### src/rtl/mfde_pkg.sv
// Package for the monochrome framebuffer draw engine.
// Holds screen geometry, command codes and the walk/step structs.
// No dependencies.
`default_nettype none

package mfde_pkg;

    localparam int SCREEN_WIDTH  = 128;
    localparam int SCREEN_HEIGHT = 64;
    localparam int PAGE_COUNT    = 8;
    localparam int STORE_DEPTH   = SCREEN_WIDTH * PAGE_COUNT;
    localparam int COL_W         = (SCREEN_WIDTH > 1) ? $clog2(SCREEN_WIDTH) : 1;
    localparam int ADDR_W        = COL_W + 3;
    localparam int ERR_W         = 12;

    typedef enum logic [2:0] {
        MODE_POINT = 3'd0,
        MODE_LINE  = 3'd1,
        MODE_RECT  = 3'd2,
        MODE_FILL  = 3'd3,
        MODE_READ  = 3'd4
    } t_mode;

    // Current walk position and Bresenham terms
    typedef struct packed {
        logic              is_line;
        logic              x_neg;
        logic              y_neg;
        logic [7:0]        x;
        logic [7:0]        y;
        logic [7:0]        x_end;
        logic [7:0]        y_end;
        logic [7:0]        y_first;
        logic signed [ERR_W-1:0] err;
        logic signed [ERR_W-1:0] dx;
        logic signed [ERR_W-1:0] dy;
    } t_walk;

    typedef struct packed {
        logic              done;
        logic [7:0]        x;
        logic [7:0]        y;
        logic signed [ERR_W-1:0] err;
    } t_step;

endpackage

`default_nettype wire

### src/rtl/mfde_step_unit.sv
// Shared step unit: next pixel of a Bresenham line or a rectangle raster scan.
// Depends on mfde_pkg for t_walk and t_step.
`default_nettype none

module mfde_step_unit (
    input  wire mfde_pkg::t_walk i_walk,
    output mfde_pkg::t_step      o_step
);

    logic signed [mfde_pkg::ERR_W:0] e2;
    logic signed [mfde_pkg::ERR_W:0] dx_e;
    logic signed [mfde_pkg::ERR_W:0] dy_e;
    logic signed [mfde_pkg::ERR_W-1:0] add_x;
    logic signed [mfde_pkg::ERR_W-1:0] add_y;
    logic step_x;
    logic step_y;

    always_comb begin
        e2     = {i_walk.err, 1'b0};
        dx_e   = {i_walk.dx[mfde_pkg::ERR_W-1], i_walk.dx};
        dy_e   = {i_walk.dy[mfde_pkg::ERR_W-1], i_walk.dy};
        step_x = (e2 >= dy_e);
        step_y = (e2 <= dx_e);
        add_x  = step_x ? i_walk.dy : '0;
        add_y  = step_y ? i_walk.dx : '0;

        o_step.done = (i_walk.x == i_walk.x_end) && (i_walk.y == i_walk.y_end);
        o_step.err  = i_walk.err + add_x + add_y;
        o_step.x    = i_walk.x;
        o_step.y    = i_walk.y;

        if (i_walk.is_line) begin
            if (step_x) begin
                o_step.x = i_walk.x_neg ? i_walk.x - 8'd1 : i_walk.x + 8'd1;
            end
            if (step_y) begin
                o_step.y = i_walk.y_neg ? i_walk.y - 8'd1 : i_walk.y + 8'd1;
            end
        end else begin
            // column-major raster: y inner, x outer
            if (i_walk.y == i_walk.y_end) begin
                o_step.y = i_walk.y_first;
                o_step.x = i_walk.x + 8'd1;
            end else begin
                o_step.y = i_walk.y + 8'd1;
            end
        end
    end

endmodule

`default_nettype wire

### config.mk
export PLATFORM = sky130hd
export DESIGN_NAME = mfde_step_unit
export DESIGN_NICKNAME = d
export VERILOG_FILES = /design/src/rtl/mfde_pkg.sv /design/src/rtl/mfde_step_unit.sv
export SDC_FILE = /design/constraint.sdc
export NUM_CORES = 1
export LEC_CHECK = 0
export BUFFER_PORTS_ARGS = -buffer_cell sky130_fd_sc_hd__buf_2
export CORE_MARGIN = 2
export CORE_UTILIZATION = 46
export DETAILED_ROUTE_END_ITERATION = 16
export PLACE_DENSITY = 0.81
export SETUP_SLACK_MARGIN = 0.3
export SYNTH_ARGS = -nofsm -noshare
export SYNTH_HDL_FRONTEND = slang
export SYNTH_SLANG_ARGS = --single-unit
### constraint.sdc
create_clock -name vclk -period 4.4
set_input_delay 0.22 -clock vclk [all_inputs]
set_output_delay 0.22 -clock vclk [all_outputs]
set_load 0.05 [all_outputs]
* Yosys cells after proc, flatten, opt, wreduce, memory -nomap -nowiden *
Index checks and enable logic that the tools add are counted.

storage, ports and cells
  register bits after elaboration = 0
  bits of input ports = 79
  output and inout port bits = 29
  word-level logic and storage cells = 20

operators by class
  $add $sub $neg = 6
  magnitude comparators = 2
  equal/unequal tests = 2
  mux-type cells = 9
  reduce and logical (&&, ||, !) cells = 1

operators with widths
  cell                                                                number
  8-bit two-way mux                                                   6
  12-bit adder                                                        2
  12-bit two-way mux                                                  2
  8-bit by 1-bit adder with 8-bit output, second input constant       2
  8-bit equality test                                                 2
  16-bit two-way mux                                                  1
  8-bit by 1-bit subtractor with 8-bit output, second input constant  2
  13-bit by 12-bit >= comparator with 1-bit output                    1
  13-bit by 12-bit less-or-equal comparator with 1-bit output         1
  1-bit logical AND                                                   1

* Longest topological paths before layout *
Gate-level depths: netlist of the first run.

  word-level depth = 4
  depth in mapped cells = 20
  gate-level depth less buffers = 19

* Worst setup path before layout of the first run *
No wires, ideal clock.

  kind = input to output
  start = input i_walk[23] in the netlist's numbering
  end = output o_step[11] in the netlist's numbering
  arrival = 4.688 ns
  required time = 4.180 ns
  slack = -0.508 ns
  stages on the path = 19
  path buffers = 1
  cells stage by stage = inv_1 > ha_1 > nand4_2 > or2_0 > o221ai_1 > mux2i_2 > nor2_1 > buf_2 > nor2_1 > fa_1 > ha_1 > fa_1 > a21o_1 > a211oi_1 > nor2_1 > nor4_1 > o41ai_1 > xor2_1 > xnor2_1

RTL lines
  element      line                 source
  from (decl)  mfde_step_unit.sv:6  input wire mfde_pkg::t_walk i_walk,
  to (decl)    mfde_step_unit.sv:7  output mfde_pkg::t_step o_step

==> impl_metrics.json, run 1 <==
{
  "ys_types": 61,
  "ios": 108,
  "drtPass1Iterations": 5,
  "period_share_pct": 98.4,
  "peakVddDrop_mv": 0.276,
  "drc": 0,
  "dieArea_um2": 5990,
  "p_total_uw": 1040,
  "synth_top_area_cell": "ha_1",
  "viasPerCell": 5.62,
  "area_growth_pct": 53.9,
  "coreArea_um2": 5140,
  "final-setup-viol-count": 0,
  "nets": 615,
  "hold_path_class": "in -> out",
  "grt_start_max_net_pins": 32,
  "drive_gt1_share_pct": 45.5,
  "syn-cell-area_um2": 2480,
  "wl_per_cell_um": 15.8,
  "diodes": 0,
  "start_kind": "primary input",
  "final_common_cell": "buf_2",
  "seq_cells": 0,
  "netlist.area_leader.share_pct": 19.2,
  "postLayoutCoreUtil_pct": 74.2,
  "finalHoldViolCount": 0,
  "clock_buffers": 0,
  "ff_latch_area_um2": 0,
  "synth_seq_area_share_pct": 0,
  "initial_core_util_pct": 48.2,
  "fp.dieH_um": 77.4,
  "wirelength_um": 8750,
  "synth_nets": 471,
  "cp.required_ps": 4180,
  "portBuffers": 108,
  "drt_iter0_drc": 165,
  "grt_pass1_vias": 3095,
  "slew_viol_final": 0,
  "vias": 3115,
  "cts_hold_buf": 0,
  "gp_congestion": 0.875,
  "syn_inst": 342,
  "layout_common_cells": "buf_2 (95), buf_4 (47), inv_1 (27)",
  "status": "finished clean",
  "end_kind": "primary output",
  "slew_headroom_pct": 64.9,
  "grt_usage_pct": 27.7,
  "rows": 26,
  "cp_max_fo": 4,
  "tightest_slew_ps": 526,
  "clock.fmax_mhz": 231,
  "ys_warn_count": 0,
  "die_w_um": 77.4,
  "grt_pass1_wl_um": 14000,
  "cp.arrival_ps": 4110,
  "ant_nets": 0,
  "power_density_nw_per_um2": 272,
  "drv_cap": 0,
  "rsz0062_at_grt": "true",
  "critPathKind": "in -> out",
  "yosys-top-cells-area": "ha_1 (19%), fa_1 (9.7%), xnor2_1 (7.8%)",
  "dp_hpwl_um": 6170,
  "syn_avg_cell_area_um2": 7.25,
  "antenna_found_initial": 0,
  "period_needed_ps": 4330,
  "p_leak_uw": 0.00183,
  "overflow": 0
}
-- layout make-up --
cell class         count  area [um2]
inverters             37         141
repair buffers       154         967
fillers              386        1330
multi-input cells    293        2620
well taps             70        87.6
-- kinds of logic after synthesis --
group,Yosys count,synth area share (%)
buf+inv,49,8.18
fa+ha+maj,50,28.9
simple gates,110,23.7
xor+xnor,36,12.7
compound gates,88,22.7
mux,9,3.84
-- worst max-delay path, cell delays in order --
cell and delay [ps]:
buf_2 110, inv_1 40, ha_1 320, a21o_1 200, nand2_1 70, nand4b_1 150, a21oi_2 240, mux2i_4 120
and2_4 160, fa_1 480, ha_2 210, fa_2 380, a21o_1 200, a211oi_2 210, nor2_2 80, nor4_4 190
o41ai_2 130, xor2_2 270, xnor2_4 150, buf_6 170
-- power by group --
part	leakage, uW	switching, uW	internal, uW
clock network	0	0	0
logic	0.00183	631	405
registers	0	0	0
total	0.00183	631	405
-- synthesized netlist by cell type (2+ instances only) --
| library cell | instances |
|---|---|
| ha_1 | 38 |
| inv_1 | 36 |
| nor2_1 | 30 |
| a21oi_1 | 26 |
| xnor2_1 | 22 |
| nand2_1 | 20 |
| o21ai_0 | 20 |
| xor2_1 | 14 |
| nand3_1 | 13 |
| fa_1 | 12 |
| and2_1 | 10 |
| a21o_1 | 7 |
| mux2i_1 | 7 |
| clkbuf_1 | 6 |
| a31oi_1 | 5 |
| nor3_1 | 5 |
| or3_1 | 5 |
| nand4_1 | 4 |
| a211oi_1 | 3 |
| and3_1 | 3 |
| buf_2 | 3 |
| o2111ai_1 | 3 |
| a311oi_1 | 2 |
| a32oi_1 | 2 |
| buf_4 | 2 |
| nand4b_1 | 2 |
| nor4_2 | 2 |
| o21a_1 | 2 |
| o21bai_1 | 2 |
| o221ai_1 | 2 |
| o31ai_1 | 2 |
| o41ai_1 | 2 |
| or4_1 | 2 |
-- repair_timing --
item / CTS / global route
resized for setup: 55 / 23
setup buffers: 8 / 6
pin swaps: 31 / 6
endpoints found under the setup margin: 4 / 5
-- through the flow --
stage	hold WS (ps)	worst slack (ps)	TNS [ps]	cell area, um2	std cells
3_3_place_gp	805	-137	-137	3350	540
4_1_cts	808	100	0	3700	548
5_1_grt	818	-29.3	-29.3	3810	554
2_1_floorplan	720	63.9	0	2550	342
3_5_place_dp	808	-325	-325	3350	540
6_report	806	69.9	0	3810	554
-- per-layer routing --
metal | track usage, % | wire (um) | vias to the layer above
met5 | 0 | 0 | -
met4 | 4.29 | 61 | 0
met3 | 2.33 | 415 | 8
met2 | 52.3 | 4530 | 126
met1 | 34.6 | 3740 | 1472
li1 | - | - | 1509
-- final timing paths --
| path | start | endpoint | slack, ps | cells after the start |
|---|---|---|---|---|
| worst max-delay path | i_walk[3] | o_step[11] | 70 | 20 |
| worst min-delay path | i_walk[75] | o_step[27] | 810 | 3 |
No activity file was read; power rests on OpenSTA's default activity.
==> run 2: changes to the inputs <==
- CAP_MARGIN: unset -> 5
- CORE_MARGIN: 2 -> unset
- SETUP_SLACK_MARGIN: 0.3 -> 0.4
==> impl_metrics.json, run 2 (synthesis results as in run 1) <==
{
  "critPathKind": "in -> out",
  "dp_hpwl_um": 5810,
  "peakVddDrop_mv": 0.329,
  "grt_pass1_wl_um": 11500,
  "finalNonFillerCells": 545,
  "dp_cells": 535,
  "status": "finished clean",
  "end_kind": "primary output",
  "viasPerCell": 5.64,
  "rows": 26,
  "overflow": 0,
  "cp_max_fo": 4,
  "cts_hold_buf": 0,
  "area_growth_pct": 51.9,
  "layout_common_cells": "buf_2 (101), buf_4 (36), inv_1 (31)",
  "coreArea_um2": 5140,
  "wl_per_cell_um": 14.8,
  "final_common_cell": "buf_2",
  "tightest_slew_ps": 523,
  "ff_latch_area_um2": 0,
  "clock_buffers": 0,
  "clock.fmax_mhz": 232,
  "grt_pass1_vias": 2637,
  "slew_headroom_pct": 65.1,
  "portBuffers": 108,
  "fp.dieH_um": 75.4,
  "nets": 606,
  "die_w_um": 75.4,
  "dieArea_um2": 5690,
  "fillCellCount": 419,
  "seq_cells": 0,
  "diodes": 0,
  "period_share_pct": 97.8,
  "grt_usage_pct": 25.3,
  "antenna_found_initial": 0,
  "final-setup-viol-count": 0,
  "drv_cap": 0,
  "finalHoldViolCount": 0,
  "initial_core_util_pct": 48.2,
  "ios": 108,
  "drive_gt1_share_pct": 43.4,
  "drt_iter0_drc": 154,
  "power_density_nw_per_um2": 280,
  "slew_viol_final": 0,
  "drc": 0,
  "hold_path_class": "in -> out",
  "cp.arrival_ps": 4080,
  "drtPass1Iterations": 4,
  "rsz0062_at_grt": "true",
  "vias": 3072,
  "wirelength_um": 8050,
  "finalSetupTns_ps": 0,
  "grt_start_max_net_pins": 32,
  "gp_congestion": 0.872,
  "start_kind": "primary input",
  "cp.required_ps": 4180,
  "p_leak_uw": 0.00179,
  "p_total_uw": 1050,
  "ant_nets": 0,
  "postLayoutCoreUtil_pct": 73.2,
  "period_needed_ps": 4300
}
==> run 2: final timing paths <==
| kind | startpoint | endpoint | slack [ps] | cells after the start |
|---|---|---|---|---|
| setup / recovery | i_walk[6] | o_step[11] | 100 | 20 |
| hold / removal | i_walk[75] | o_step[27] | 810 | 3 |
==> run 2: area by class of cell <==
class | count | area, um2 | area share (%)
Tap cell | 70 | 87.6 | 2.33
Multi-Input combinational cell | 293 | 2660 | 70.6
Timing Repair Buffer | 145 | 878 | 23.3
Inverter | 37 | 141 | 3.76
==> run 2: repair_timing <==
action,CTS,global route
pin swaps,20,10
resized for setup,34,34
setup buffers,7,3
setup endpoints to repair,6,6
==> run 2: metrics by stage <==
step                hold slack, ps  setup WS [ps]  instance area (um2)
floorplan                      720            143                 2590
global placement               810           -215                 3350
detailed placement             812           -431                 3350
CTS                            814           30.0                 3580
global route                   844          -61.3                 3760
finish                         812           98.3                 3760
==> run 2: critical path, cell delays in order <==
cell and delay, ps:
buf_6 100, inv_4 50, ha_4 200, a21o_1 190, a21oi_4 170, nand4b_1 140
a21oi_2 220, mux2i_4 130, and2_4 180, fa_1 470, ha_2 200, fa_2 350
a21o_1 190, a211oi_2 210, nor2_2 90, nor4_4 190, o41ai_2 120, xor2_1 340
xnor2_4 160, buf_8 170
==> run 2: layer usage <==
metal,part of all wire (%),vias up,wire [um],track usage (%)
met5,0,-,0,0
met4,2.1,0,168,3.09
met3,5.2,18,416,1.19
met2,52,114,4190,46.8
met1,41,1446,3280,33.4
li1,-,1494,-,-
==> run 2: power breakdown <==
group | switching (uW) | leakage (uW) | internal [uW] | total [uW]
sequential | 0 | 0 | 0 | 0
combinational | 630 | 0.00179 | 424 | 1050
clock | 0 | 0 | 0 | 0
total | 630 | 0.00179 | 424 | 1050
==> run 3: changes to the inputs <==
==> constraint.sdc (replaced) <==
create_clock -name vclk -period 4.4
set_input_delay 0.22 -clock vclk [all_inputs]
set_output_delay 0.22 -clock vclk [all_outputs]
set_load 0.01 [all_outputs]
==> impl_metrics.json, run 3 (synthesis results as in run 1) <==
{
  "drive_gt1_share_pct": 44.2,
  "layout_common_cells": "buf_2 (97), inv_1 (30), buf_4 (28)",
  "wirelength_um": 8080,
  "ff_latch_area_um2": 0,
  "slew_viol_final": 0,
  "cp.required_ps": 4180,
  "die_w_um": 75.4,
  "cp.arrival_ps": 4170,
  "viasPerCell": 5.58,
  "final_common_cell": "buf_2",
  "clock_buffers": 0,
  "dpl-instance-area_um2": 3180,
  "grt_pass1_vias": 2784,
  "critPathMaxStageDelay_ps": 440,
  "gp_congestion": 0.927,
  "pre_cts_slack_ps": -69.0,
  "area_growth_pct": 52.0,
  "dp_hpwl_um": 5730,
  "tightest_slew_ps": 519,
  "critPathKind": "in -> out",
  "rows": 26,
  "dp_cells": 522,
  "multi_input_comb_area_um2": 2650,
  "portBuffers": 108,
  "diodes": 0,
  "status": "finished clean",
  "grt_pass1_wl_um": 11800,
  "clock.fmax_mhz": 228,
  "slowest_stage": "fa_1",
  "drv_cap": 0,
  "final-setup-viol-count": 0,
  "finalNonFillerCells": 541,
  "hold_slack_ps": 740,
  "path_depth": 20,
  "period_share_pct": 99.7,
  "start_kind": "primary input",
  "crit_buf_inv": 3,
  "antenna_found_initial": 0,
  "cp_max_fo": 4,
  "end_kind": "primary output",
  "slew_headroom_pct": 65.4,
  "drt_iter0_drc": 100,
  "rsz0062_at_grt": "true",
  "p_leak_uw": 0.00178,
  "ant_nets": 0,
  "cp_cell_sequence": "buf_6 > ha_4 > a21o_1 > a21oi_2 > nand4b_1 > a21oi_2 > mux2i_2 > buf_4 > and2_4 > fa_1 > ha_2 > fa_2 > a21o_1 > a211oi_2 > nor2_2 > nor4_4 > o41ai_2 > xor2_1 > xnor2_1 > buf_2",
  "grt_start_max_net_pins": 32,
  "crit_family": "adder cells",
  "wl_per_cell_um": 14.9,
  "finalHoldViolCount": 0,
  "vias": 3021,
  "nets": 602,
  "cts_hold_buf": 0,
  "dieArea_um2": 5690,
  "drtPass1Iterations": 4,
  "grt_usage_pct": 26.3,
  "overflow": 0,
  "hold_path_class": "in -> out",
  "drc": 0,
  "critPathLaunch": "i_walk[29]",
  "crit_end": "o_step[11]",
  "peakVddDrop_mv": 0.131,
  "fillCellCount": 423,
  "fp.dieH_um": 75.4,
  "period_needed_ps": 4390,
  "ios": 108,
  "initial_core_util_pct": 48.2,
  "seq_cells": 0,
  "final_area_um2": 3770,
  "power_density_nw_per_um2": 196,
  "coreArea_um2": 5140,
  "setup_slack_ps": 12.9
}
## run 3: cell types whose count changed in the layout (fill, tap and decap cells not counted), moves of 3 or more
| cell | delta |
|---|---|
| a21oi_1 | -3 |
| buf_2 | -4 |
| buf_4 | -8 |
| buf_6 | +7 |
| nand2_1 | -3 |
| nand2_2 | +3 |
| nor2_2 | -3 |
## run 3: cell type report
cell class | instances | share of cell area (%)
multi-input combinational | 293 | 70.4
tap | 70 | 2.32
inverter | 37 | 3.75
timing repair buffer | 141 | 23.5
## run 3: worst min path at each step
stage	from	end	slack, ps	cells after the start
2_1_floorplan	i_walk[66]	o_step[18]	520	1
3_3_place_gp	i_walk[75]	o_step[27]	730	3
3_5_place_dp	i_walk[75]	o_step[27]	740	3
4_1_cts	i_walk[75]	o_step[27]	740	3
5_1_grt	i_walk[75]	o_step[27]	770	3
6_report	i_walk[75]	o_step[27]	740	3
## run 3: routing by layer
metal | GRT usage [%] | vias up | part of all wire (%)
li1 | - | 1489 | -
met1 | 30.9 | 1403 | 41
met2 | 50.2 | 113 | 52
met3 | 1.46 | 16 | 4.9
met4 | 9.05 | 0 | 2.4
met5 | 0 | - | 0
## run 3: where the power goes
group | switching [uW] | leakage, uW | internal (uW) | total (uW)
Sequential | 0 | 0 | 0 | 0
Combinational | 371 | 0.00178 | 366 | 738
Clock | 0 | 0 | 0 | 0
Total | 371 | 0.00178 | 366 | 738
## run 3: timing repair
item	in CTS	in global routing
pin swaps	38	26
resized for setup	58	27
endpoints found under the setup margin	4	5
setup buffers	7	12
## run 3: worst min-delay path: cells and delay by family
kind / cells / cell delay [ps]
buffers and inverters: 2 / 240
xor gates and xnor gates: 1 / 60
## run 3: metrics by stage
step,setup TNS [ps],power (uW),util (%)
after global routing,-134,802,73.3
final,0,738,73.3
after floorplan,0,368,-
after global placement,0,547,61.9
after CTS,0,636,69.0
after detailed placement,-69.0,561,61.9
